**src/sv/hss_pkg.sv**
```systemverilog
// Package for the Hall-sensor speedometer: state and beep codes, register
// indexes, reset values and timing constants. No dependencies.
package hss_pkg;

  typedef enum logic [1:0] {
    ST_IDLE,
    ST_EVAL,
    ST_DIV,
    ST_FINISH
  } state_e;

  typedef enum logic [2:0] {
    BEEP_NONE   = 3'd0,
    BEEP_ROT    = 3'd1,
    BEEP_ALERT  = 3'd2,
    BEEP_BLINK  = 3'd3,
    BEEP_RESET  = 3'd4
  } beep_e;

  typedef enum logic [2:0] {
    REG_DETECT  = 3'd0,
    REG_RELEASE = 3'd1,
    REG_WHEEL   = 3'd2,
    REG_LIMIT   = 3'd3,
    REG_ROT_GRD = 3'd4,
    REG_STOP    = 3'd5,
    REG_BTN_GRD = 3'd6
  } reg_idx_e;

  localparam logic [9:0]  DetectReset  = 10'd250;
  localparam logic [9:0]  ReleaseReset = 10'd400;
  localparam logic [11:0] WheelReset   = 12'd500;
  localparam logic [15:0] LimitReset   = 16'd150;
  localparam logic [15:0] RotGrdReset  = 16'd100;
  localparam logic [15:0] StopReset    = 16'd3000;
  localparam logic [15:0] BtnGrdReset  = 16'd250;

  localparam logic [31:0] AlertSpacingMs = 32'd1000;
  localparam logic [31:0] BlinkStepMs    = 32'd200;
  localparam logic [8:0]  SpeedScale     = 9'd360;

  // wheel_mm * 360 fits in 21 bits; one quotient bit per divider cycle
  localparam int unsigned NumW     = 21;
  localparam int unsigned DivCntW  = 5;
  localparam logic [DivCntW-1:0] DivLast = DivCntW'(NumW - 1);

endpackage

```
**src/sv/hall_sensor_speedometer.sv**
```systemverilog
// Hall-sensor speedometer / odometer top level.
// Uses hss_pkg (state, beep and register codes, constants).
//
// Usage:
//   Input stream (s_axis_*): one request per sensor sample, carrying the
//   sample, the millisecond timestamp and the button level. Each request
//   yields exactly one result on the output stream (m_axis_*): speed in
//   0.01 km/h, distance in mm, LED level and beep code.
//   Config channel (cfg_*): register index and data, always ready; write
//   only while no request is in flight.
//   A sample that counts a rotation passes from accept through the evaluate
//   step, the divider steps and the finish step; the speed quotient comes
//   from a restoring divider retiring one bit per cycle. Other samples go
//   from evaluate straight to finish. One request is in work at a time.
//   The output register holds a result until taken; the next request is
//   accepted meanwhile, and its finish step waits while the output stalls.
//   Reset: configuration returns to its defaults, speed, distance, LED and
//   timers to zero, button history to released. No clearing pass.
module hall_sensor_speedometer (
  input  logic        clk_i,
  input  logic        rst_ni,
  // sample[9:0], now_ms[41:10], button_level[42], zero[47:43]
  input  logic [47:0] s_axis_tdata,
  input  logic        s_axis_tvalid,
  output logic        s_axis_tready,
  // speed_centi_kmh[15:0], distance_mm[47:16], led_on[48], beep_code[51:49],
  // zero[55:52]
  output logic [55:0] m_axis_tdata,
  output logic        m_axis_tvalid,
  input  logic        m_axis_tready,
  input  logic        cfg_valid_i,
  output logic        cfg_ready_o,
  input  logic [2:0]  cfg_index_i,
  input  logic [15:0] cfg_data_i
);

  localparam int unsigned NumW = hss_pkg::NumW;

  // config
  logic [9:0]  detect_q, release_q;
  logic [11:0] wheel_q;
  logic [15:0] limit_q, rot_grd_q, stop_q, btn_grd_q;

  // block state
  hss_pkg::state_e state_q, state_d;
  logic        magnet_q;
  logic [31:0] last_rot_q, last_alert_q, last_blink_q, last_press_q;
  logic [15:0] speed_q;
  logic [31:0] dist_q;
  logic        phase_q, led_q, btn_prev_q;
  logic        rot_q;

  // request payload and divider
  logic [9:0]  sample_q;
  logic [31:0] now_q;
  logic        button_q;
  logic [31:0] dt_q, rem_q;
  logic [NumW-1:0] num_q;
  logic [hss_pkg::DivCntW-1:0] div_cnt_q;

  // output register
  logic        out_valid_q;
  logic [15:0] out_speed_q;
  logic [31:0] out_dist_q;
  logic        out_led_q;
  hss_pkg::beep_e out_beep_q;

  logic in_acc, fin_go, div_done;
  logic arrival, departure, counted;
  logic [31:0] dt_now;
  logic [32:0] dist_sum;
  logic [32:0] rem_sh;
  logic [33:0] rem_diff;
  logic        rem_ge;

  logic [15:0] speed_div, speed_new;
  logic        over, alert_ok, blink_ok, press_ok;
  hss_pkg::beep_e beep_fin;

  // ---------------- control ----------------
  always_comb begin
    s_axis_tready = (state_q == hss_pkg::ST_IDLE);
    cfg_ready_o   = 1'b1;
    in_acc        = s_axis_tvalid && s_axis_tready;
    div_done      = (state_q == hss_pkg::ST_DIV) && (div_cnt_q == hss_pkg::DivLast);
    fin_go        = (state_q == hss_pkg::ST_FINISH) && (!out_valid_q || m_axis_tready);
  end

  always_comb begin
    state_d = state_q;
    case (state_q)
      hss_pkg::ST_IDLE:   if (in_acc) state_d = hss_pkg::ST_EVAL;
      hss_pkg::ST_EVAL:   state_d = counted ? hss_pkg::ST_DIV : hss_pkg::ST_FINISH;
      hss_pkg::ST_DIV:    if (div_done) state_d = hss_pkg::ST_FINISH;
      hss_pkg::ST_FINISH: if (fin_go) state_d = hss_pkg::ST_IDLE;
      default:            state_d = hss_pkg::ST_IDLE;
    endcase
  end

  // ---------------- evaluate ----------------
  always_comb begin
    arrival   = (sample_q < detect_q) && !magnet_q;
    departure = !arrival && (sample_q > release_q) && magnet_q;
    dt_now    = now_q - last_rot_q;
    counted   = arrival && (dt_now > {16'd0, rot_grd_q});
    dist_sum  = {1'b0, dist_q} + {21'd0, wheel_q};
  end

  // ---------------- divider step ----------------
  always_comb begin
    rem_sh   = {rem_q, num_q[NumW-1]};
    rem_diff = {1'b0, rem_sh} - {2'b00, dt_q};
    rem_ge   = !rem_diff[33];
  end

  // ---------------- finish ----------------
  always_comb begin
    speed_div = (|num_q[NumW-1:16]) ? 16'hFFFF : num_q[15:0];
    speed_new = rot_q ? speed_div : speed_q;
    if ((now_q - last_rot_q) > {16'd0, stop_q}) speed_new = 16'd0;
    over     = speed_new > limit_q;
    alert_ok = over && ((now_q - last_alert_q) > hss_pkg::AlertSpacingMs);
    blink_ok = over && ((now_q - last_blink_q) > hss_pkg::BlinkStepMs);
    press_ok = !button_q && btn_prev_q && ((now_q - last_press_q) > {16'd0, btn_grd_q});
    beep_fin = rot_q ? hss_pkg::BEEP_ROT : hss_pkg::BEEP_NONE;
    if (alert_ok) beep_fin = hss_pkg::BEEP_ALERT;
    if (blink_ok && !phase_q) beep_fin = hss_pkg::BEEP_BLINK;
    if (press_ok) beep_fin = hss_pkg::BEEP_RESET;
  end

  // ---------------- registers ----------------
  always_ff @(posedge clk_i or negedge rst_ni) begin
    if (!rst_ni) begin
      detect_q  <= hss_pkg::DetectReset;
      release_q <= hss_pkg::ReleaseReset;
      wheel_q   <= hss_pkg::WheelReset;
      limit_q   <= hss_pkg::LimitReset;
      rot_grd_q <= hss_pkg::RotGrdReset;
      stop_q    <= hss_pkg::StopReset;
      btn_grd_q <= hss_pkg::BtnGrdReset;
    end else if (cfg_valid_i && cfg_ready_o) begin
      case (cfg_index_i)
        hss_pkg::REG_DETECT:  detect_q  <= cfg_data_i[9:0];
        hss_pkg::REG_RELEASE: release_q <= cfg_data_i[9:0];
        hss_pkg::REG_WHEEL:   wheel_q   <= cfg_data_i[11:0];
        hss_pkg::REG_LIMIT:   limit_q   <= cfg_data_i;
        hss_pkg::REG_ROT_GRD: rot_grd_q <= cfg_data_i;
        hss_pkg::REG_STOP:    stop_q    <= cfg_data_i;
        hss_pkg::REG_BTN_GRD: btn_grd_q <= cfg_data_i;
        default: ;
      endcase
    end
  end

  always_ff @(posedge clk_i or negedge rst_ni) begin
    if (!rst_ni) begin
      state_q      <= hss_pkg::ST_IDLE;
      magnet_q     <= 1'b0;
      last_rot_q   <= 32'd0;
      last_alert_q <= 32'd0;
      last_blink_q <= 32'd0;
      last_press_q <= 32'd0;
      speed_q      <= 16'd0;
      dist_q       <= 32'd0;
      phase_q      <= 1'b0;
      led_q        <= 1'b0;
      btn_prev_q   <= 1'b1;
      rot_q        <= 1'b0;
      div_cnt_q    <= '0;
      out_valid_q  <= 1'b0;
    end else begin
      state_q <= state_d;
      if (state_q == hss_pkg::ST_EVAL) begin
        rot_q     <= counted;
        div_cnt_q <= '0;
        if (arrival) magnet_q <= 1'b1;
        else if (departure) magnet_q <= 1'b0;
        if (counted) begin
          dist_q     <= dist_sum[32] ? 32'hFFFF_FFFF : dist_sum[31:0];
          last_rot_q <= now_q;
        end
      end
      if (state_q == hss_pkg::ST_DIV) div_cnt_q <= div_cnt_q + 1'b1;
      if (fin_go) begin
        speed_q <= speed_new;
        if (alert_ok) last_alert_q <= now_q;
        if (blink_ok) begin
          last_blink_q <= now_q;
          phase_q      <= !phase_q;
          led_q        <= !phase_q;
        end else if (!over) begin
          led_q <= 1'b0;
        end
        if (press_ok) begin
          dist_q       <= 32'd0;
          last_press_q <= now_q;
        end
        btn_prev_q <= button_q;
      end
      if (fin_go) out_valid_q <= 1'b1;
      else if (m_axis_tready) out_valid_q <= 1'b0;
    end
  end

  // payload, divider and output data registers
  always_ff @(posedge clk_i) begin
    if (in_acc) begin
      sample_q <= s_axis_tdata[9:0];
      now_q    <= s_axis_tdata[41:10];
      button_q <= s_axis_tdata[42];
    end
    if (state_q == hss_pkg::ST_EVAL) begin
      dt_q  <= dt_now;
      rem_q <= 32'd0;
      num_q <= NumW'({9'd0, wheel_q} * {12'd0, hss_pkg::SpeedScale});
    end else if (state_q == hss_pkg::ST_DIV) begin
      rem_q <= rem_ge ? rem_diff[31:0] : rem_sh[31:0];
      num_q <= {num_q[NumW-2:0], rem_ge};
    end
    if (fin_go) begin
      out_speed_q <= speed_new;
      out_dist_q  <= press_ok ? 32'd0 : dist_q;
      out_led_q   <= blink_ok ? !phase_q : (over ? led_q : 1'b0);
      out_beep_q  <= beep_fin;
    end
  end

  assign m_axis_tvalid = out_valid_q;
  assign m_axis_tdata  = {4'd0, out_beep_q, out_led_q, out_dist_q, out_speed_q};

`ifndef SYNTHESIS
  a_div_rem_below: assert property (@(posedge clk_i) disable iff (!rst_ni)
    (state_q == hss_pkg::ST_DIV) |-> (rem_q < dt_q))
    else $error("divider remainder not below divisor");

  a_div_cnt_range: assert property (@(posedge clk_i) disable iff (!rst_ni)
    (state_q == hss_pkg::ST_DIV) |-> (div_cnt_q <= hss_pkg::DivLast))
    else $error("divider count out of range");

  a_accept_eval: assert property (@(posedge clk_i) disable iff (!rst_ni)
    in_acc |=> (state_q == hss_pkg::ST_EVAL))
    else $error("accepted request not evaluated");

  a_led_overspeed: assert property (@(posedge clk_i) disable iff (!rst_ni)
    (out_valid_q && out_led_q) |-> (out_speed_q > limit_q))
    else $error("LED lit without overspeed");

  a_div_only_rot: assert property (@(posedge clk_i) disable iff (!rst_ni)
    (state_q == hss_pkg::ST_DIV) |-> rot_q)
    else $error("divider running without counted rotation");
`endif

endmodule

```
**config.mk**
```make
export PLATFORM = sky130hd
export DESIGN_NAME = hall_sensor_speedometer
export DESIGN_NICKNAME = d
export VERILOG_FILES = /design/src/sv/hss_pkg.sv /design/src/sv/hall_sensor_speedometer.sv
export SDC_FILE = /design/constraint.sdc
export NUM_CORES = 1
export LEC_CHECK = 0
export BUFFER_PORTS_ARGS = -buffer_cell sky130_fd_sc_hd__buf_4
export CAP_MARGIN = 20
export CORE_AREA = 2 2 215 217
export CTS_BUF_LIST = sky130_fd_sc_hd__clkbuf_4
export CTS_CLUSTER_DIAMETER = 150
export DETAILED_ROUTE_END_ITERATION = 8
export DIE_AREA = 0 0 217 219
export PLACE_DENSITY_LB_ADDON = 0.3
export SLEW_MARGIN = 20
export SYNTH_ARGS = -nofsm -noshare
export SYNTH_HDL_FRONTEND = slang
export SYNTH_SLANG_ARGS = --single-unit
```
**constraint.sdc**
```tcl
create_clock -name clk_i -period 14 [get_ports clk_i]
set_input_delay 2.8 -clock clk_i [delete_from_list [all_inputs] [get_ports clk_i]]
set_output_delay 2.8 -clock clk_i [all_outputs]
set_load 0.01 [all_outputs]
```
== Word-level counts from Yosys, hierarchy flattened ==
Cells that the tools add are included.
Storage, ports and cells
  flip-flop bits (word level): 465
  bits of input ports: 72
  output and inout port bits: 59
  logic and storage cells: 126
Operators by class
  add/subtract/negate cells: 7
  $mul: 1
  $lt $le $gt $ge: 8
  equality and inequality tests: 13
  multiplexer cells: 27
  reductions and logical operators: 38
Operators by type and width (count)
  $mux 32: 6
  $sub 32x32->32: 4
  $gt 32x16->1: 3
  $mux 16: 3
  $mux 21: 2
  $sub 33x32->34: 1
  $add 32x12->33: 1
  $gt 32x10->1 const B: 1
  $gt 32x8->1 const B: 1
  $reduce_and 2->1: 12
  $mul 12x6->18 const B: 1
  $gt 16x16->1: 1
  $logic_and 1x1->1: 12
  $gt 10x10->1: 1
  $lt 10x10->1: 1
  $mux 5: 2
  $eq 3x3->1 const B: 3
  $mux 1: 8
  $mux 2: 4
  $pmux 2 s4: 1
  $eq 3x2->1 const B: 2
  $logic_not 1->1: 6
  $reduce_bool 2->1: 3
  $add 5x1->5 const B: 1
  other kinds (12): 14

== Logic depth before layout (Yosys ltp) ==
Gate-level depths: netlist of run 1.
  depth in word-level cells: 8
  mapped depth: 34
  depth with buffers taken out: 32

== Least setup slack after synthesis of run 1 ==
Ideal clock, no wire load.
  kind: reg2reg
  start: reg now_q[4]
  end: reg last_blink_q[24]
  library setup time: 0.125 ns
  arrival: 6.282 ns
  data required time: 13.875 ns
  slack: 7.593 ns
  stages on the path, launching flop included: 34
  buffers on the path: 2
  clock period less this slack: 6.407 ns
  cells stage by stage: edfxtp_1 -> ha_1 -> a21o_1 -> or3_1 -> o21ai_2 -> nand2b_1 -> a21oi_1 -> xnor2_1 -> ha_1 -> a21o_1 -> a21o_1 -> a21o_1 -> a21o_1 -> a21oi_1 -> o21ai_0 -> nor2_1 -> a211oi_1 -> nor3_2 -> clkbuf_1 -> o21ai_0 -> nor2_1 -> ha_1 -> a21oi_1 -> o22ai_1 -> o21a_1 -> o21a_1 -> o21a_1 -> o21a_1 -> o21a_1 -> o21ai_0 -> or2_2 -> nor2_1 -> clkbuf_1 -> mux2_2
On the way
  word-level cells in the longest chain between the ends: 6
  elaborated cells between the ends (all ways): 8
  those cells by class: 2 x add/sub; 3 x order compare; 1 x mux; 2 x reduce/logical
RTL lines
  start, declared: line hall_sensor_speedometer.sv:55  | logic [31:0] now_q;
  start signal, assigned: line hall_sensor_speedometer.sv:209  | now_q <= s_axis_tdata[41:10];
  $sub 32x32->32
  via dt_now[9]: line hall_sensor_speedometer.sv:70  | logic [31:0] dt_now;
  $gt 32x16->1: line hall_sensor_speedometer.sv:120  | if ((now_q - last_rot_q) > {16'd0, stop_q}) speed_new = 16'd0;
  $mux 16: line hall_sensor_speedometer.sv:120
  via speed_new[1]: line hall_sensor_speedometer.sv:76  | logic [15:0] speed_div, speed_new;
  $gt 16x16->1: line hall_sensor_speedometer.sv:121  | over = speed_new > limit_q;
  $logic_and 1x1->1: line hall_sensor_speedometer.sv:123  | blink_ok = over && ((now_q - last_blink_q) > hss_pkg::BlinkStepMs);
  $reduce_and 2->1 (no line)
  end signal, assigned: line hall_sensor_speedometer.sv:188  | last_blink_q <= now_q;
  end, declared: line hall_sensor_speedometer.sv:47  | logic [31:0] last_rot_q, last_alert_q, last_blink_q, last_press_q;
The timed path passes the listed nets, and every way through them passes these cells.
A chain may end at the register's enable or synchronous reset.

== Final worst setup path of run 1 ==
  start: reg now_q[5]
  end: reg last_blink_q[22]
On the way
  word-level cells in the longest chain between the ends: 6
  elaborated cells between the ends (all ways): 8
  those cells by class: 2 x add/sub; 3 x order compare; 1 x mux; 2 x reduce/logical
RTL lines (line)
  $sub 32x32->32: hall_sensor_speedometer.sv:120
  $gt 32x16->1: hall_sensor_speedometer.sv:120
  $mux 16: hall_sensor_speedometer.sv:120
  $gt 16x16->1: hall_sensor_speedometer.sv:121
  $logic_and 1x1->1 *: hall_sensor_speedometer.sv:123
  $reduce_and 2->1 (no line) *
Mark *: on every way between the ends. The rest lies on a longest branch, timed or not.

==> summary.md, run 1 <==
| Metric | Value |
|---|---|
| CTS tree | `done` |
| Status | `completed` |
| Ys Warns | `0` |
| Top cells by area, synth | `dfrtp_1 20%, edfxtp_1 14%, ha_1 12%` |
| Post_cts resized | `0` |
| Seq/Total Area, Yosys | `39.0%` |
| Die Y | `between 200 and 250 um` |
| Synth Area in Simple Gates | `between 10 and 15%` |
| Pins Over Slew Limit | `0` |
| #FFs+latches synth | `465` |
| DR WL/cell | `20.3 um` |
| DP Area | `approximately 33000 um2` |
| Main flop type after synthesis | `dfrtp_1` |
| Post CTS Setup Buffer Count | `0` |
| Hold Crit Class | `flop to flop` |
| Layout Skew | `0.0853 ns` |
| Antenna violations before repair | `3` |
| Cell taking the most area after synthesis | `dfrtp_1` |
| Total Routing Usage GR | `between 30 and 40%` |
| Unrepaired setup endpoints after global routing | `false` |
| Yosys top cell area share | `between 15 and 20%` |
| Syn Inst Count | `around 3300` |
| Final hold violations | `0` |
| Iteration-0 DRC Markers | `1994` |
| Drt total wl | `~85000 um` |
| Max FO, Critical Path | `21` |
| Clock Tree Buf Depth | `3` |
| Post-route setup slack | `5.33 ns` |
| Post-synthesis cell area | `between 30000 and 40000 um2` |
| DP Worst Slack | `5.75 ns` |
| CP Capture Type | `flop` |
| DRC | `0` |
| Cell mode on critical path | `o21a_1` |
| Maximum vdd drop | `roughly 0.18 mV` |
| Hold-fix buffer count after cts | `0` |
| CP max stage cell | `nor3_2` |
| Final GP Congestion | `0.933` |
| Compound-Gate Fraction of Synth Area | `~18%` |
| Vias per inst | `around 6.3` |
| Clock Latency Late Sink | `0.93 ns` |
| Post-route minimum period | `8.67 ns` |
| Post-Layout Inst Area | `~34000 um2` |
| Most frequent cell after synthesis | `inv_1` |
| H-tree depth | `3` |
| Period utilization | `about three fifths` |
| Via count of the first global-routing pass | `27100` |
| FFs w/ async S/R, synth | `about 61%` |
| Drt pass-1 iters | `9` |
| Share of synthesized cell area in full adder, half adder and majority cells | `a little over an eighth` |
| Worst path arrival time | `between 9 and 10 ns` |
| Syn Area/Cell | `9.39 um2` |
| CP required | `around 15 ns` |
| Detailed Place HPWL | `between 60000 and 70000 um` |
| Initial Util | `about 70%` |
| Sum Neg Setup Slack | `0 ns` |
| Post-synthesis xor/xnor area fraction | `3.29%` |
| Core area | `approximately 45000 um2` |
| WS Path Type | `flop to flop` |
| First-pass GRT wire length | `around 130000 um` |
| Nets | `3880` |
| Largest family of logic cells by synthesized area | `compound AO/OA/AOI/OAI gates` |
| Via count | `26600` |
| GRT overflow | `0` |
| Clock Pin Slew Worst Setup and Hold Paths | `approximately 0.070 ns` |
| Largest net degree at the start of global routing | `just under 80` |
| Post-synth EDFFs | `145` |
| Relative slew slack | `25.2%` |
| Post-synthesis mux area share | `under 10%` |
| Finish-stage setup viols | `0` |
| Clock sink count | `~470` |
| CP startpoint kind | `flop` |
| Layout area overhead | `9.45%` |
| Top post-synthesis cells by count | `375 x inv_1, 290 x ha_1, 249 x dfrtp_1` |
| Netlist cell types | `just under 90` |
| CP Launch Point | `now_q[5]` |
| R2r startpoint | `now_q[5]` |
| FMAX | `about 0.12 GHz` |
| Total CTS buffers | `about 120` |
| DIE AREA | `~48000 um2` |
| Worst-margin pin slew | `~1.1 ns` |
| Cell Rows | `between 70 and 80` |
| Layout cells sized above 1 | `around 16%` |
| Pwr per Cell Area | `between 200 and 250 nW/um2` |
| Critical Path Max Stage Delay | `around 0.85 ns` |
| Max-cap viol count | `0` |
| Routed Antenna Nets | `0` |
| Die X | `roughly 220 um` |
| Leakage | `about 16 nW` |
| Top Ports | `131` |
| Worst hold start | `button_q` |
| CTS Root Cell | `clkbuf_4` |
| IO Port Bufs | `120` |
## sequential cells by signal (all words and copies together), names as in the netlist, 21 cells and up
register	flops
out_dist_q	32
rem_q	32
dt_q	32
now_q	32
num_q	21
last_rot_q	32
last_press_q	32
last_alert_q	32
last_blink_q	32
dist_q	32
## report_power, final
part | leakage (nW) | switching, mW | total, mW | internal (mW)
registers | 5.16 | 0.292 | 2.26 | 1.97
logic | 9.46 | 3.02 | 5.05 | 2.04
clock network | 0.921 | 0.585 | 1.18 | 0.592
total | 15.5 | 3.89 | 8.50 | 4.60
## cell type report
cell class,instances,area (um2)
repair buffers,144,1090
diodes,1,2.50
inverters,375,1410
fillers,3066,10700
multi-input cells,2390,17300
clock inverters,46,231
flip-flops and latches,465,12200
clock buffers,174,1310
well taps,600,751
## cells in the final DEF (no fill, tap or decap), types with 53 or more instances in the layout
master    netlist  final
nand3_1        93     93
nor2_1        241    237
clkbuf_4        0    174
a21o_1         80     80
inv_1         375    374
ha_1          290    288
mux2_2        156    156
nand2_1       201    201
buf_4           6    143
a21oi_1       214    214
edfxtp_1      145    145
a211oi_1       53     53
o21ai_0       227    227
xnor2_1        73     73
nor3_1         73     72
dfrtp_1       249    249
## per-layer routing
metal	track usage (%)	wire, um	up-vias
met1	39.8	31800	12800
met3	5.85	5480	328
li1	-	-	12400
met4	24.2	5640	0
met5	0	0	-
met2	63.2	42300	1123
## through the flow
step,util (%),hold WS [ns],instances,total power [mW]
2_1_floorplan,-,0.432,3345,5.90
3_3_place_gp,72.7,0.447,3974,6.94
3_5_place_dp,72.7,0.471,3974,7.20
4_1_cts,76.2,0.491,4194,8.42
5_1_grt,76.2,0.507,4195,9.12
6_report,76.2,0.484,4195,8.50
## worst paths after layout
check                                         to  slack [ns]  cells past startpoint
worst max-delay path            last_blink_q[22]        5.33                     25
worst max register to register  last_blink_q[22]        5.33                     25
worst min-delay path                  btn_prev_q        0.48                      2
max in group asynchronous              dist_q[5]        9.79                      3
min in group asynchronous        last_alert_q[6]        1.81                      1
worst min register to register        btn_prev_q        0.48                      2
## logic make-up (layout without fill, tap and decap cells)
| group | Yosys count | count (layout) |
|---|---|---|
| xor gates and xnor gates | 118 | 118 |
| buffers and inverters | 490 | 739 |
| muxes | 195 | 195 |
| AOI/OAI and AO/OA | 875 | 875 |
| other | 2 | 6 |
| and+or+nand+nor | 883 | 883 |
| adders and majority gates | 314 | 314 |
| DFF | 465 | 465 |
## critical path, delay by kind of cell (launching register included)
| family | cells | cell delay (ns) |
|---|---|---|
| compound gates | 14 | 3.46 |
| fa+ha+maj | 2 | 0.63 |
| buf+inv | 2 | 0.61 |
| flops | 1 | 0.59 |
| mux | 1 | 0.37 |
| simple gates | 6 | 2.77 |
Note: power is estimated with default switching activity, not from simulation.
==> run 2: changes to the inputs <==
Settings changed: CORE_AREA 2 2 215 217 to 2 2 223 225, DIE_AREA 0 0 217 219 to 0 0 225 227.
Clock period 14 ns to 8 ns, I/O delays scaled along.
==> run 2 against run 1 <==
Final cell count is 1.7% higher. Count of clock-buffer cells in the layout is 20 higher. Core utilization is 4.2 points lower. Die area is 7.5% higher. Sequential share of layout area is 0.58 points lower. Clock power is 110% higher. Register-to-register slack worse by 4.7 ns. Cell area is 1.7% higher. Via count is 0.33% lower. Setup slack worse by 4.7 ns.
==> summary.md, run 2 (synthesized netlist as in run 1, its figures left out) <==
| Metric | Value |
|---|---|
| Status | `completed (unchanged)` |
| Layout Skew | `0.0696 ns (was 0.0853 ns)` |
| First-pass GRT wire length | `138000 um (was 135000 um)` |
| Leakage | `15.8 nW (was 15.5 nW)` |
| Total CTS buffers | `131 (was 118)` |
| CP Launch Point | `now_q[0] (was now_q[5])` |
| Pwr per Cell Area | `436 nW/um2 (was 247 nW/um2)` |
| Cell Rows | `81 (was 78)` |
| Worst path arrival time | `8.19 ns (was 9.40 ns)` |
| GRT overflow | `0 (unchanged)` |
| Worst hold start | `btn_prev_q (was button_q)` |
| FMAX | `0.136 GHz (was 0.115 GHz)` |
| Worst-margin pin slew | `1.08 ns (was 1.12 ns)` |
| GR Layer Usage met1 | `41.7% (was 39.8%)` |
| H-tree depth | `4 (was 3)` |
| Grt met2 use | `59.2% (was 63.2%)` |
| Total Routing Usage GR | `34.6% (was 35.8%)` |
| Final hold violations | `0 (unchanged)` |
| Detailed Place HPWL | `64200 um (was 63200 um)` |
| Antenna violations before repair | `2 (was 3)` |
| Max FO, Critical Path | `14 (was 21)` |
| DRC | `0 (unchanged)` |
| Sum Neg Setup Slack | `0 ns (unchanged)` |
| DP Area | `33100 um2 (was 32800 um2)` |
| Clock Pin Slew Worst Setup and Hold Paths | `0.07 ns (about the same)` |
| Tot Pwr | `15.2 mW (was 8.50 mW)` |
| CP Capture Type | `flop (unchanged)` |
| Post-route minimum period | `7.36 ns (was 8.67 ns)` |
| Final GP Congestion | `1.01 (was 0.933)` |
| Critical Path Max Stage Delay | `0.47 ns (was 0.85 ns)` |
| Layout cells sized above 1 | `17.0% (was 15.9%)` |
| WS Path Type | `flop to flop (unchanged)` |
| Finish-stage setup viols | `0 (unchanged)` |
| Commonest non-fill, non-tap cell in the layout | `inv_1 (unchanged)` |
| Die X | `225 um (was 217 um)` |
| Drt total wl | `86900 um (was 85200 um)` |
| Pins Over Slew Limit | `0 (unchanged)` |
| Hold-fix buffer count after cts | `0 (unchanged)` |
| CP required | `8.83 ns (was 14.73 ns)` |
| Cell mode on critical path | `o21a_1 (unchanged)` |
| Post_cts resized | `0 (unchanged)` |
| Unrepaired setup endpoints after global routing | `false (unchanged)` |
| Iteration-0 DRC Markers | `2113 (was 1994)` |
| Worst reg2reg setup slack | `0.64 ns (was 5.33 ns)` |
| IO Port Bufs | `120 (unchanged)` |
| Via count of the first global-routing pass | `26600 (was 27100)` |
| Most frequent cells in the layout | `374 x inv_1, 287 x ha_1, 249 x dfrtp_1, 237 x nor2_1, 227 x o21ai_0 (was 374 x inv_1, 288 x ha_1, 249 x dfrtp_1, 237 x nor2_1, 227 x o21ai_0)` |
| Met3 usage | `6.50% (was 5.85%)` |
| Period utilization | `92.0% (was 61.9%)` |
| Max-cap viol count | `0 (unchanged)` |
| Core area | `48500 um2 (was 45100 um2)` |
| Clock Latency Late Sink | `1.00 ns (was 0.93 ns)` |
| Clock Tree Buf Depth | `3 (unchanged)` |
| Post-Layout Inst Area | `34900 um2 (was 34300 um2)` |
| CTS Root Cell | `clkbuf_4 (unchanged)` |
| Top Ports | `131 (unchanged)` |
| Nets | `3918 (was 3880)` |
| CP startpoint kind | `flop (unchanged)` |
| Largest net degree at the start of global routing | `78 (unchanged)` |
| Clock sink count | `465 (unchanged)` |
| CP max stage cell | `nor3_2 (unchanged)` |
| Hold Crit Class | `flop to flop (unchanged)` |
| Relative slew slack | `28.0% (was 25.2%)` |
| Die Y | `227 um (was 219 um)` |
| Layout area overhead | `11.3% (was 9.45%)` |
| Post CTS Setup Buffer Count | `0 (unchanged)` |
| Routed Antenna Nets | `0 (unchanged)` |
| Vias per inst | `6.22 (was 6.35)` |
| Gr busiest metal | `met2 (unchanged)` |
| Via count | `26500 (was 26600)` |
| Initial Util | `64.6% (was 69.6%)` |
| R2r startpoint | `now_q[0] (was now_q[5])` |
| DR WL/cell | `20.4 um (was 20.3 um)` |
| DIE AREA | `51100 um2 (was 47500 um2)` |
| Maximum vdd drop | `0.194 mV (was 0.179 mV)` |
| Drt pass-1 iters | `6 (was 9)` |
| CTS tree | `done (unchanged)` |
-- run 2: path summary, 6_finish.rpt --
| kind | end | depth (start not counted) |
|---|---|---|
| worst max register to register | last_alert_q[28] | 34 |
| worst max-delay path | last_alert_q[28] | 34 |
| max in group asynchronous | rot_grd_q[9] | 2 |
| worst min-delay path | btn_prev_q | 2 |
| min in group asynchronous | last_alert_q[9] | 1 |
| worst min register to register | btn_prev_q | 2 |
-- run 2: per-layer routing --
| layer | part of all wire [%] | vias up | wire length [um] |
|---|---|---|---|
| li1 | - | 12500 | - |
| met5 | 0 | - | 0 |
| met4 | 4.8 | 0 | 4190 |
| met3 | 6.5 | 235 | 5660 |
| met2 | 49 | 1061 | 42400 |
| met1 | 40 | 12800 | 34600 |
-- run 2: metrics by stage --
step                util, %  instances  hold WS [ns]  setup slack [ns]
finish                 71.9       4265         0.462             0.637
global route           71.9       4262         0.484             0.145
CTS                    71.9       4261         0.466             0.656
detailed placement     68.1       4021         0.455             0.732
global placement       68.1       4021         0.447             0.795
floorplan                 -       3345         0.432              1.59
-- run 2: area by class of cell --
class	instances	area (um2)
Tap cell	622	778
Antenna cell	4	10.0
Multi-Input combinational cell	2390	17300
Clock buffer	194	1460
Clock inverter	46	379
Inverter	375	1410
Timing Repair Buffer	169	1310
Fill cell	3602	13600
Sequential cell	465	12200
-- run 2: critical path, delay by kind of cell (launching register included) --
| family | cells | cell delay [ns] |
|---|---|---|
| adders and majority gates | 4 | 1.27 |
| buffers and inverters | 3 | 0.62 |
| and+or+nand+nor | 8 | 1.48 |
| AOI/OAI and AO/OA | 17 | 2.73 |
| DFF | 1 | 0.39 |
| muxes | 1 | 0.29 |
| xor gates and xnor gates | 1 | 0.41 |
-- run 2: power by group --
group | internal [mW] | total [mW] | switching, mW | leakage [nW]
sequential | 3.45 | 3.91 | 0.461 | 5.16
combinational | 3.60 | 8.89 | 5.29 | 9.59
clock | 1.34 | 2.42 | 1.08 | 1.07
